$ cat config.mk
export PLATFORM = sky130hd
export DESIGN_NAME = spi_flash_command_sequencer_top
export DESIGN_NICKNAME = d
export VERILOG_FILES = /design/src/sfcs_pkg.sv /design/src/sfcs_ctrl.sv /design/src/sfcs_emit.sv /design/src/spi_flash_command_sequencer_top.sv
export SDC_FILE = /design/constraint.sdc
export NUM_CORES = 1
export LEC_CHECK = 0
export ABC_CLOCK_PERIOD_IN_PS = 6300
export BUFFER_PORTS_ARGS = -buffer_cell sky130_fd_sc_hd__buf_2
export CAP_MARGIN = 20
export CORE_MARGIN = 3
export CORE_UTILIZATION = 29
export CTS_BUF_LIST = sky130_fd_sc_hd__clkbuf_16
export CTS_CLUSTER_SIZE = 40
export DETAILED_ROUTE_END_ITERATION = 10
export PLACE_DENSITY = 0.52
export SYNTH_ARGS = -nofsm -noshare
export SYNTH_HDL_FRONTEND = slang
export SYNTH_SLANG_ARGS = --single-unit
$ cat constraint.sdc
create_clock -name clk -period 6.3 [get_ports clk]
set_input_delay 0.945 -clock clk [delete_from_list [all_inputs] [get_ports clk]]
set_output_delay 0.945 -clock clk [all_outputs]
set_load 0.005 [all_outputs]
$ cat src/sfcs_pkg.sv
// Shared types, codes and sizes of the SPI flash command sequencer.
`timescale 1ns / 1ps
package sfcs_pkg;

    localparam int ADDR_W     = 32;
    localparam int LEN_W      = 25;
    localparam int POLL_W     = 11;
    localparam int FUNC_W     = 4;
    localparam int BYTE_W     = 8;
    localparam int STAT_W     = 3;
    localparam int PHASE_W    = 2;
    localparam int CFG_IDX_W  = 2;
    localparam int CFG_DATA_W = 11;
    localparam int MAX_RES    = 6;
    localparam int FRAME_MAX  = 5;
    localparam int RES_CNT_W  = 3;

    localparam int PAGE_BYTES   = 256;
    localparam int SECTOR_BYTES = 4096;
    localparam int PAGE_BITS    = $clog2(PAGE_BYTES);
    localparam int SECTOR_BITS  = $clog2(SECTOR_BYTES);
    localparam int ROOM_W       = PAGE_BITS + 1;

    localparam int SEC_OFS_W = 12;
    localparam logic [SEC_OFS_W-1:0] SEC_OFS_MAX = 12'h0FF;

    localparam int BUSY_BIT = 0;
    localparam logic [POLL_W-1:0] POLL_LIMIT_RST = 11'd1000;

    localparam logic [FUNC_W-1:0] FUNC_READ     = 4'd0;
    localparam logic [FUNC_W-1:0] FUNC_WRITE    = 4'd1;
    localparam logic [FUNC_W-1:0] FUNC_ERASE    = 4'd2;
    localparam logic [FUNC_W-1:0] FUNC_SEC_READ = 4'd3;
    localparam logic [FUNC_W-1:0] FUNC_WAKEUP   = 4'd4;
    localparam logic [FUNC_W-1:0] FUNC_SLEEP    = 4'd5;
    localparam logic [FUNC_W-1:0] FUNC_EN4B     = 4'd6;
    localparam logic [FUNC_W-1:0] FUNC_TICK     = 4'd7;
    localparam logic [FUNC_W-1:0] FUNC_STATUS   = 4'd8;

    localparam logic [BYTE_W-1:0] OP_PROGRAM  = 8'h02;
    localparam logic [BYTE_W-1:0] OP_READ     = 8'h03;
    localparam logic [BYTE_W-1:0] OP_RDSR     = 8'h05;
    localparam logic [BYTE_W-1:0] OP_WREN     = 8'h06;
    localparam logic [BYTE_W-1:0] OP_SE       = 8'h20;
    localparam logic [BYTE_W-1:0] OP_SEC_READ = 8'h48;
    localparam logic [BYTE_W-1:0] OP_WAKEUP   = 8'hAB;
    localparam logic [BYTE_W-1:0] OP_SLEEP    = 8'hB9;
    localparam logic [BYTE_W-1:0] OP_EN4B     = 8'hB7;
    localparam logic [BYTE_W-1:0] DUMMY_BYTE  = 8'h00;

    localparam logic [STAT_W-1:0] ST_PROGRESS = 3'd0;
    localparam logic [STAT_W-1:0] ST_OK       = 3'd1;
    localparam logic [STAT_W-1:0] ST_INVALID  = 3'd2;
    localparam logic [STAT_W-1:0] ST_TIMEOUT  = 3'd3;
    localparam logic [STAT_W-1:0] ST_REJECTED = 3'd4;

    localparam logic [PHASE_W-1:0] PH_NONE = 2'd0;
    localparam logic [PHASE_W-1:0] PH_RX   = 2'd1;
    localparam logic [PHASE_W-1:0] PH_TX   = 2'd2;

    localparam logic [CFG_IDX_W-1:0] CFG_FOUR_BYTE  = 2'd0;
    localparam logic [CFG_IDX_W-1:0] CFG_POLL_LIMIT = 2'd1;

    typedef enum logic [1:0] {
        MODE_IDLE,
        MODE_WRITE,
        MODE_ERASE
    } mode_t;

    typedef enum logic [2:0] {
        ACT_NONE,
        ACT_EMPTY,
        ACT_POLL,
        ACT_READ,
        ACT_SEC_READ,
        ACT_SINGLE,
        ACT_ISSUE
    } act_t;

    typedef struct packed {
        logic [RES_CNT_W-1:0]             count;
        logic                             empty;
        logic [MAX_RES-1:0]               fend;
        logic [MAX_RES-1:0][BYTE_W-1:0]   bytes;
        logic [PHASE_W-1:0]               phase;
        logic [LEN_W-1:0]                 data_count;
        logic [STAT_W-1:0]                status;
    } plan_t;

    typedef struct packed {
        logic [BYTE_W-1:0]  spi_byte;
        logic               byte_valid;
        logic               frame_end;
        logic [PHASE_W-1:0] data_phase;
        logic [LEN_W-1:0]   data_count;
        logic [STAT_W-1:0]  status;
        logic               last;
    } res_t;

endpackage

$ cat src/sfcs_ctrl.sv
// Request decode, operation state, configuration registers and result plan.
`timescale 1ns / 1ps
module sfcs_ctrl (
    input  logic                             clk,
    input  logic                             rst_n,
    input  logic                             cfg_valid,
    input  logic [sfcs_pkg::CFG_IDX_W-1:0]   cfg_index,
    input  logic [sfcs_pkg::CFG_DATA_W-1:0]  cfg_data,
    input  logic                             take,
    input  logic [sfcs_pkg::FUNC_W-1:0]      func,
    input  logic [sfcs_pkg::ADDR_W-1:0]      address,
    input  logic [sfcs_pkg::LEN_W-1:0]       length,
    input  logic [sfcs_pkg::BYTE_W-1:0]      status_byte,
    output logic                             plan_load,
    output sfcs_pkg::plan_t                  plan
);
    import sfcs_pkg::*;

    logic                four_byte_reg;
    logic [POLL_W-1:0]   poll_limit_reg;
    mode_t               mode_reg, mode_next;
    logic [ADDR_W-1:0]   cur_reg, cur_next;
    logic [LEN_W-1:0]    rem_reg, rem_next;
    logic [POLL_W-1:0]   polls_reg, polls_next;

    act_t                act;
    logic [STAT_W-1:0]   res_status;

    logic                from_req;
    logic                iss_write;
    logic [ADDR_W-1:0]   iss_addr;
    logic [LEN_W-1:0]    iss_rem;
    logic [ROOM_W-1:0]   room;
    logic [LEN_W-1:0]    room_len;
    logic [LEN_W-1:0]    sector_len;
    logic [LEN_W-1:0]    chunk;
    logic [SEC_OFS_W-1:0] sec_end;
    logic                sec_bad;
    logic                misaligned;

    // configuration
    always_ff @(posedge clk or negedge rst_n)
    begin
        if (!rst_n)
        begin
            four_byte_reg  <= 1'b0;
            poll_limit_reg <= POLL_LIMIT_RST;
        end
        else if (cfg_valid)
        begin
            if (cfg_index == CFG_FOUR_BYTE)
                four_byte_reg <= cfg_data[0];
            else if (cfg_index == CFG_POLL_LIMIT)
                poll_limit_reg <= cfg_data[POLL_W-1:0];
        end
    end

    // next page or sector
    always_comb
    begin
        from_req   = (mode_reg == MODE_IDLE);
        iss_write  = from_req ? (func == FUNC_WRITE) : (mode_reg == MODE_WRITE);
        iss_addr   = from_req ? address : cur_reg;
        iss_rem    = from_req ? length : rem_reg;
        room       = ROOM_W'(PAGE_BYTES) - {1'b0, iss_addr[PAGE_BITS-1:0]};
        room_len   = LEN_W'(room);
        sector_len = LEN_W'(SECTOR_BYTES);
        if (iss_write)
            chunk = (iss_rem < room_len) ? iss_rem : room_len;
        else
            chunk = (iss_rem < sector_len) ? iss_rem : sector_len;
        sec_end    = address[SEC_OFS_W-1:0] + length[SEC_OFS_W-1:0];
        sec_bad    = (sec_end > SEC_OFS_MAX);
        misaligned = (address[SECTOR_BITS-1:0] != '0) || (length[SECTOR_BITS-1:0] != '0);
    end

    // next state
    always_comb
    begin
        act        = ACT_NONE;
        res_status = ST_PROGRESS;
        mode_next  = mode_reg;
        cur_next   = cur_reg;
        rem_next   = rem_reg;
        polls_next = polls_reg;
        if (take)
        begin
            if (func > FUNC_STATUS)
            begin
                act        = ACT_EMPTY;
                res_status = ST_INVALID;
            end
            else if (func == FUNC_TICK || func == FUNC_STATUS)
            begin
                if (mode_reg != MODE_IDLE)
                begin
                    if (func == FUNC_TICK)
                    begin
                        if (polls_reg == '0)
                        begin
                            mode_next  = MODE_IDLE;
                            act        = ACT_EMPTY;
                            res_status = ST_TIMEOUT;
                        end
                        else
                        begin
                            polls_next = polls_reg - POLL_W'(1);
                            act        = ACT_POLL;
                        end
                    end
                    else if (!status_byte[BUSY_BIT])
                    begin
                        if (rem_reg == '0)
                        begin
                            mode_next  = MODE_IDLE;
                            act        = ACT_EMPTY;
                            res_status = ST_OK;
                        end
                        else
                            act = ACT_ISSUE;
                    end
                    else if (polls_reg == '0)
                    begin
                        mode_next  = MODE_IDLE;
                        act        = ACT_EMPTY;
                        res_status = ST_TIMEOUT;
                    end
                    else
                        act = ACT_EMPTY;
                end
            end
            else if (mode_reg != MODE_IDLE)
            begin
                act        = ACT_EMPTY;
                res_status = ST_REJECTED;
            end
            else
            begin
                unique case (func) inside
                    FUNC_READ:
                    begin
                        act        = ACT_READ;
                        res_status = ST_OK;
                    end
                    FUNC_WRITE:
                    begin
                        if (length == '0)
                        begin
                            act        = ACT_EMPTY;
                            res_status = ST_OK;
                        end
                        else
                        begin
                            mode_next = MODE_WRITE;
                            act       = ACT_ISSUE;
                        end
                    end
                    FUNC_ERASE:
                    begin
                        if (misaligned)
                        begin
                            act        = ACT_EMPTY;
                            res_status = ST_INVALID;
                        end
                        else if (length == '0)
                        begin
                            act        = ACT_EMPTY;
                            res_status = ST_OK;
                        end
                        else
                        begin
                            mode_next = MODE_ERASE;
                            act       = ACT_ISSUE;
                        end
                    end
                    FUNC_SEC_READ:
                    begin
                        act        = sec_bad ? ACT_EMPTY : ACT_SEC_READ;
                        res_status = sec_bad ? ST_INVALID : ST_OK;
                    end
                    FUNC_WAKEUP, FUNC_SLEEP, FUNC_EN4B:
                    begin
                        act        = ACT_SINGLE;
                        res_status = ST_OK;
                    end
                    default:
                    begin
                        act        = ACT_EMPTY;
                        res_status = ST_INVALID;
                    end
                endcase
            end
            if (act == ACT_ISSUE)
            begin
                cur_next   = iss_addr + ADDR_W'(chunk);
                rem_next   = iss_rem - chunk;
                polls_next = poll_limit_reg;
            end
        end
    end

    always_ff @(posedge clk or negedge rst_n)
    begin
        if (!rst_n)
        begin
            mode_reg  <= MODE_IDLE;
            cur_reg   <= '0;
            rem_reg   <= '0;
            polls_reg <= '0;
        end
        else
        begin
            mode_reg  <= mode_next;
            cur_reg   <= cur_next;
            rem_reg   <= rem_next;
            polls_reg <= polls_next;
        end
    end

    // result plan
    always_comb
    begin
        logic                            we;
        logic                            single;
        logic                            four;
        logic                            dummy;
        logic [BYTE_W-1:0]               cmd;
        logic [ADDR_W-1:0]               adr;
        logic [FRAME_MAX-1:0][BYTE_W-1:0] fb;
        logic [RES_CNT_W-1:0]            flen;

        we     = 1'b0;
        single = 1'b0;
        four   = four_byte_reg;
        dummy  = 1'b0;
        cmd    = OP_READ;
        adr    = address;
        plan   = '0;
        plan.status = res_status;

        unique case (act)
            ACT_POLL:
            begin
                single          = 1'b1;
                cmd             = OP_RDSR;
                plan.phase      = PH_RX;
                plan.data_count = LEN_W'(1);
            end
            ACT_READ:
            begin
                plan.phase      = (length != '0) ? PH_RX : PH_NONE;
                plan.data_count = length;
            end
            ACT_SEC_READ:
            begin
                cmd             = OP_SEC_READ;
                four            = 1'b0;
                dummy           = 1'b1;
                plan.phase      = (length != '0) ? PH_RX : PH_NONE;
                plan.data_count = length;
            end
            ACT_SINGLE:
            begin
                single = 1'b1;
                case (func)
                    FUNC_WAKEUP: cmd = OP_WAKEUP;
                    FUNC_SLEEP:  cmd = OP_SLEEP;
                    default:     cmd = OP_EN4B;
                endcase
            end
            ACT_ISSUE:
            begin
                we  = 1'b1;
                adr = iss_addr;
                if (iss_write)
                begin
                    cmd             = OP_PROGRAM;
                    plan.phase      = PH_TX;
                    plan.data_count = chunk;
                end
                else
                    cmd = OP_SE;
            end
            default:
            begin
            end
        endcase

        fb    = '0;
        fb[0] = cmd;
        if (single)
            flen = RES_CNT_W'(1);
        else if (four)
        begin
            fb[1] = adr[31:24];
            fb[2] = adr[23:16];
            fb[3] = adr[15:8];
            fb[4] = adr[7:0];
            flen  = RES_CNT_W'(5);
        end
        else
        begin
            fb[1] = adr[23:16];
            fb[2] = adr[15:8];
            fb[3] = adr[7:0];
            fb[4] = DUMMY_BYTE;
            flen  = dummy ? RES_CNT_W'(5) : RES_CNT_W'(4);
        end

        if (act == ACT_EMPTY)
        begin
            plan.count = RES_CNT_W'(1);
            plan.empty = 1'b1;
        end
        else
        begin
            if (we)
            begin
                plan.bytes[0]   = OP_WREN;
                plan.bytes[5:1] = fb;
                plan.fend[0]    = 1'b1;
            end
            else
                plan.bytes[4:0] = fb;
            plan.count = flen + RES_CNT_W'(we);
            plan.fend[plan.count - RES_CNT_W'(1)] = 1'b1;
        end
    end

    assign plan_load = (act != ACT_NONE);

endmodule

$ cat src/sfcs_emit.sv
// Plan register and result register: walk one request's bytes to the output.
`timescale 1ns / 1ps
module sfcs_emit (
    input  logic             clk,
    input  logic             rst_n,
    input  logic             plan_load,
    input  sfcs_pkg::plan_t  plan,
    output logic             full,
    output logic             rsp_valid,
    input  logic             rsp_stall,
    output sfcs_pkg::res_t   res
);
    import sfcs_pkg::*;

    plan_t                plan_reg;
    logic                 plan_valid_reg, plan_valid_next;
    logic [RES_CNT_W-1:0] idx_reg, idx_next;
    logic                 rsp_valid_reg, rsp_valid_next;
    res_t                 res_reg, res_next;
    logic                 out_free;
    logic                 emit;
    logic                 at_end;
    logic                 consume;

    always_comb
    begin
        out_free = !rsp_valid_reg || !rsp_stall;
        emit     = plan_valid_reg && out_free;
        at_end   = (idx_reg == plan_reg.count - RES_CNT_W'(1));
        consume  = emit && at_end;
        full     = plan_valid_reg && !consume;

        plan_valid_next = plan_valid_reg;
        idx_next        = idx_reg;
        if (plan_load)
        begin
            plan_valid_next = 1'b1;
            idx_next        = '0;
        end
        else if (consume)
        begin
            plan_valid_next = 1'b0;
            idx_next        = '0;
        end
        else if (emit)
            idx_next = idx_reg + RES_CNT_W'(1);

        if (emit)
            rsp_valid_next = 1'b1;
        else if (!rsp_stall)
            rsp_valid_next = 1'b0;
        else
            rsp_valid_next = rsp_valid_reg;

        res_next            = '0;
        res_next.spi_byte   = plan_reg.bytes[idx_reg];
        res_next.byte_valid = !plan_reg.empty;
        res_next.frame_end  = plan_reg.fend[idx_reg];
        res_next.last       = at_end;
        if (at_end)
        begin
            res_next.data_phase = plan_reg.phase;
            res_next.data_count = plan_reg.data_count;
            res_next.status     = plan_reg.status;
        end
    end

    always_ff @(posedge clk or negedge rst_n)
    begin
        if (!rst_n)
        begin
            plan_valid_reg <= 1'b0;
            idx_reg        <= '0;
            rsp_valid_reg  <= 1'b0;
        end
        else
        begin
            plan_valid_reg <= plan_valid_next;
            idx_reg        <= idx_next;
            rsp_valid_reg  <= rsp_valid_next;
        end
    end

    always_ff @(posedge clk)
    begin
        if (plan_load)
            plan_reg <= plan;
        if (emit)
            res_reg <= res_next;
    end

    assign rsp_valid = rsp_valid_reg;
    assign res       = res_reg;

endmodule

$ cat src/spi_flash_command_sequencer_top.sv
// Top level of the SPI NOR flash command sequencer.
//
//   channel  handshake               payload
//   request  req_valid / req_stall   func, address, length, status_byte
//   result   rsp_valid / rsp_stall   spi_byte .. last, one header byte each
//   config   cfg_valid / cfg_ready   cfg_index, cfg_data
//
// A request is decoded in the cycle it is taken and its plan is registered;
// results then leave one per cycle unless stalled; a request gives 1 to 6
// results, holding requests until the last one; an idle tick gives none.
// Reset is asynchronous and leaves the block idle with no result pending.
// A stalled result holds the plan register, which then stalls requests.
`timescale 1ns / 1ps
module spi_flash_command_sequencer_top (
    input  logic                             clk,
    input  logic                             rst_n,
    input  logic                             req_valid,
    output logic                             req_stall,
    input  logic [sfcs_pkg::FUNC_W-1:0]      func,
    input  logic [sfcs_pkg::ADDR_W-1:0]      address,
    input  logic [sfcs_pkg::LEN_W-1:0]       length,
    input  logic [sfcs_pkg::BYTE_W-1:0]      status_byte,
    output logic                             rsp_valid,
    input  logic                             rsp_stall,
    output logic [sfcs_pkg::BYTE_W-1:0]      spi_byte,
    output logic                             byte_valid,
    output logic                             frame_end,
    output logic [sfcs_pkg::PHASE_W-1:0]     data_phase,
    output logic [sfcs_pkg::LEN_W-1:0]       data_count,
    output logic [sfcs_pkg::STAT_W-1:0]      status,
    output logic                             last,
    input  logic                             cfg_valid,
    output logic                             cfg_ready,
    input  logic [sfcs_pkg::CFG_IDX_W-1:0]   cfg_index,
    input  logic [sfcs_pkg::CFG_DATA_W-1:0]  cfg_data
);
    import sfcs_pkg::*;

    logic  take;
    logic  full;
    logic  plan_load;
    plan_t plan;
    res_t  res;

    assign req_stall = full;
    assign take      = req_valid && !full;
    assign cfg_ready = 1'b1;

    sfcs_ctrl u_ctrl (
        .clk         (clk),
        .rst_n       (rst_n),
        .cfg_valid   (cfg_valid),
        .cfg_index   (cfg_index),
        .cfg_data    (cfg_data),
        .take        (take),
        .func        (func),
        .address     (address),
        .length      (length),
        .status_byte (status_byte),
        .plan_load   (plan_load),
        .plan        (plan)
    );

    sfcs_emit u_emit (
        .clk       (clk),
        .rst_n     (rst_n),
        .plan_load (plan_load),
        .plan      (plan),
        .full      (full),
        .rsp_valid (rsp_valid),
        .rsp_stall (rsp_stall),
        .res       (res)
    );

    assign spi_byte   = res.spi_byte;
    assign byte_valid = res.byte_valid;
    assign frame_end  = res.frame_end;
    assign data_phase = res.data_phase;
    assign data_count = res.data_count;
    assign status     = res.status;
    assign last       = res.last;

endmodule

==> results.py <==
metrics = {
    "outcome": {
        "outcome": "finished clean",
    },
    "setup_path": {
        "setup.worst_path.start": "u_ctrl.mode_reg[1]$_DFFE_PN0P_",
        "critical_path_class": "flop to flop",
        "reg2reg_from": "u_ctrl.mode_reg[1]$_DFFE_PN0P_",
        "required_ps": 6710,
        "worst-path-max-fanout": 7,
        "critPathMaxStageDelay_ps": 410,
        "critPathLaunchType": "flop",
        "slowest_stage": "dfrtp_1",
        "end_kind": "flop",
        "arrival_ps": 6330,
        "cpMostUsedCell": "buf_4",
    },
    "hold_path": {
        "hold_path_class": "primary input to asynchronous set/reset pin",
    },
    "route": {
        "drc_errors": 0,
        "post_drt_via_cell_ratio": 5.06,
        "drt_first_pass_iters": 5,
        "drt_wl_total_mm": 45.3,
        "vias": 12100,
        "ant_nets": 0,
        "wl_per_cell_um": 18.9,
        "drtIter0Drc": 855,
    },
    "synthesis": {
        "syn_area_per_cell_um2": 9.59,
        "yosysUniqueCellTypes": 85,
        "yosysSeqAreaShare_pct": 42.2,
        "syn_inst": 1495,
        "synth_edf_count": 129,
        "synth_warnings": 0,
        "synthArstFlopShare_pct": 40.3,
        "ys.flop_type": "edfxtp_1",
        "syn_area_mm2": 0.0143,
        "synth-seq-cells": 216,
    },
    "sta": {
        "slew_headroom_pct": 28.1,
        "max_freq_ghz": 0.169,
        "period_needed_ps": 5910,
        "fin_crit_sh_pct": 93.9,
        "maxSlewViolCount": 0,
        "worstMarginPinSlew_ps": 1070,
        "setup_violations": 0,
        "fin_setup_tns_ps": 0,
        "skew_ps": 28.3,
        "hold_viol_final": 0,
    },
    "grt": {
        "overflow": 0,
        "grt_pass1_wl_mm": 69.8,
        "grt.total_usage_pct": 16.8,
        "grt_pass1_vias": 11900,
        "antenna_found_initial": 5,
        "grt_max_degree": 62,
    },
    "clock_network": {
        "htreeDepth": 1,
        "clk_path_buf_depth": 3,
        "cts_buffers": 25,
        "cts_tree": "built",
        "cts_sinks": 216,
        "clk_pin_slew_ps": 60,
        "clk_latency_ps": 550,
        "cts.root.buffer_cell": "clkbuf_16",
    },
    "power_and_ir_drop": {
        "power_leakage_uw": 0.00748,
        "powerDensity_mw_per_mm2": 396,
        "finalPower_uw": 6920,
        "ir_worst_vdd_mv": 0.172,
    },
    "finish": {
        "largest_register_ff_count": 88,
        "final_net_count": 1889,
        "drive_gt1_share_pct": 22.2,
        "syn2layout_area_growth_pct": 22.0,
        "final_cell_mix": "nand2_1, edfxtp_1, buf_2, buf_4, nor2_1",
        "final_common_cell": "nand2_1",
    },
    "floorplan": {
        "dieArea_mm2": 0.0522,
        "core_mm2": 0.0482,
        "fp.dieW_um": 228,
        "io_pins": 131,
        "die_h_um": 228,
        "core.rowCount": 80,
        "start_util_pct": 29.7,
    },
    "run": {
        "cap_violations": 0,
    },
    "placement": {
        "dp_hpwl_mm": 34.5,
        "io_buffers": 122,
        "gp_congestion": 0.917,
    },
}
layer usage:
layer | up-vias | GRT usage, % | wire length [um] | share of wire (%)
met5 | - | 0 | 27 | 0.060
met4 | 4 | 4.62 | 1040 | 2.3
met3 | 60 | 2.58 | 2380 | 5.3
met2 | 303 | 28.2 | 21400 | 47
met1 | 5841 | 22.7 | 20500 | 45
li1 | 5939 | - | - | -
cell usage after synthesis (19+ instances only):
library cell / instances / share of area (%)
nand2_1: 197 / 5.2
edfxtp_1: 129 / 27
nor2_1: 98 / 2.6
o21ai_0: 95 / 3.3
dfrtp_1: 81 / 14
a21oi_1: 78 / 2.7
inv_1: 77 / 2.0
ha_1: 76 / 6.6
and2_1: 56 / 2.4
mux2i_1: 54 / 3.8
clkbuf_1: 35 / 0.92
xnor2_1: 32 / 2.0
o22ai_1: 28 / 1.2
nor3_1: 27 / 0.94
nand3_1: 26 / 0.91
a21o_1: 24 / 1.3
a22oi_1: 23 / 1.2
mux2_2: 21 / 1.6
xor2_1: 20 / 1.2
nor4_1: 19 / 0.83
timing repair:
| item | in CTS | in global routing |
|---|---|---|
| gates resized for setup | 0 | 37 |
| setup endpoints to repair | 3 | 22 |
| pin swaps | 1 | 14 |
| buffers inserted | 2 | 2 |
| cloned | 0 | 0 |
| hold buffers | 0 | 0 |
layout make-up:
class | instances | area [um2]
clock inverters | 21 | 208
fillers | 4961 | 30700
inverters | 78 | 295
repair buffers | 243 | 1550
flip-flops and latches | 216 | 6060
clock buffers | 25 | 626
diodes | 3 | 7.51
well taps | 656 | 821
multi-input cells | 1159 | 7940
final timing paths:
kind,cells past startpoint,slack (ps),to
max,28,390,u_ctrl.cur_reg[29]$_DFFE_PN0P_
min,1,400,u_ctrl.cur_reg[20]$_DFFE_PN0P_
max reg2reg,28,390,u_ctrl.cur_reg[29]$_DFFE_PN0P_
min reg2reg,2,480,u_ctrl.cur_reg[17]$_DFFE_PN0P_
max in group asynchronous,2,4730,u_ctrl.rem_reg[23]$_DFFE_PN0P_
min in group clk,2,480,u_ctrl.cur_reg[17]$_DFFE_PN0P_
logic make-up (layout without fill, tap and decap cells):
kind of cell               after synthesis  count (layout)  share of synthesized area, %
adders and majority gates               79              79                          7.05
and+or+nand+nor                        512             512                          17.3
xor gates and xnor gates                53              53                          3.34
AOI/OAI and AO/OA                      406             406                          19.0
DFF                                    216             216                          42.2
buffers and inverters                  143             367                          4.21
muxes                                   84              84                          6.83
other                                    2              28                        0.0524
metrics by stage:
step           cell area, um2  hold slack (ps)  std cells  utilization (%)  setup slack, ps
5_1_grt                 17500              432       2401             36.3            -40.6
3_3_place_gp            16500              460       2348             34.1             -246
6_report                17500              403       2401             36.3              386
4_1_cts                 17300              433       2396             35.9             61.1
2_1_floorplan           14500              440       1518                -             3.03
3_5_place_dp            16500              470       2348             34.1             -210
report_power, final:
part	leakage, uW	internal (uW)	switching [uW]
clock	0.000414	886	608
combinational	0.00469	1510	1920
sequential	0.00238	1870	126
critical path: cells and delay by family, from the launching register on:
| kind | cells | cell delay, ps |
|---|---|---|
| simple gates | 8 | 1360 |
| buf+inv | 6 | 960 |
| fa+ha+maj | 2 | 630 |
| flops | 1 | 410 |
| mux | 3 | 510 |
| compound gates | 8 | 1650 |
| xor+xnor | 1 | 230 |
(Power assumes the default switching activity.)
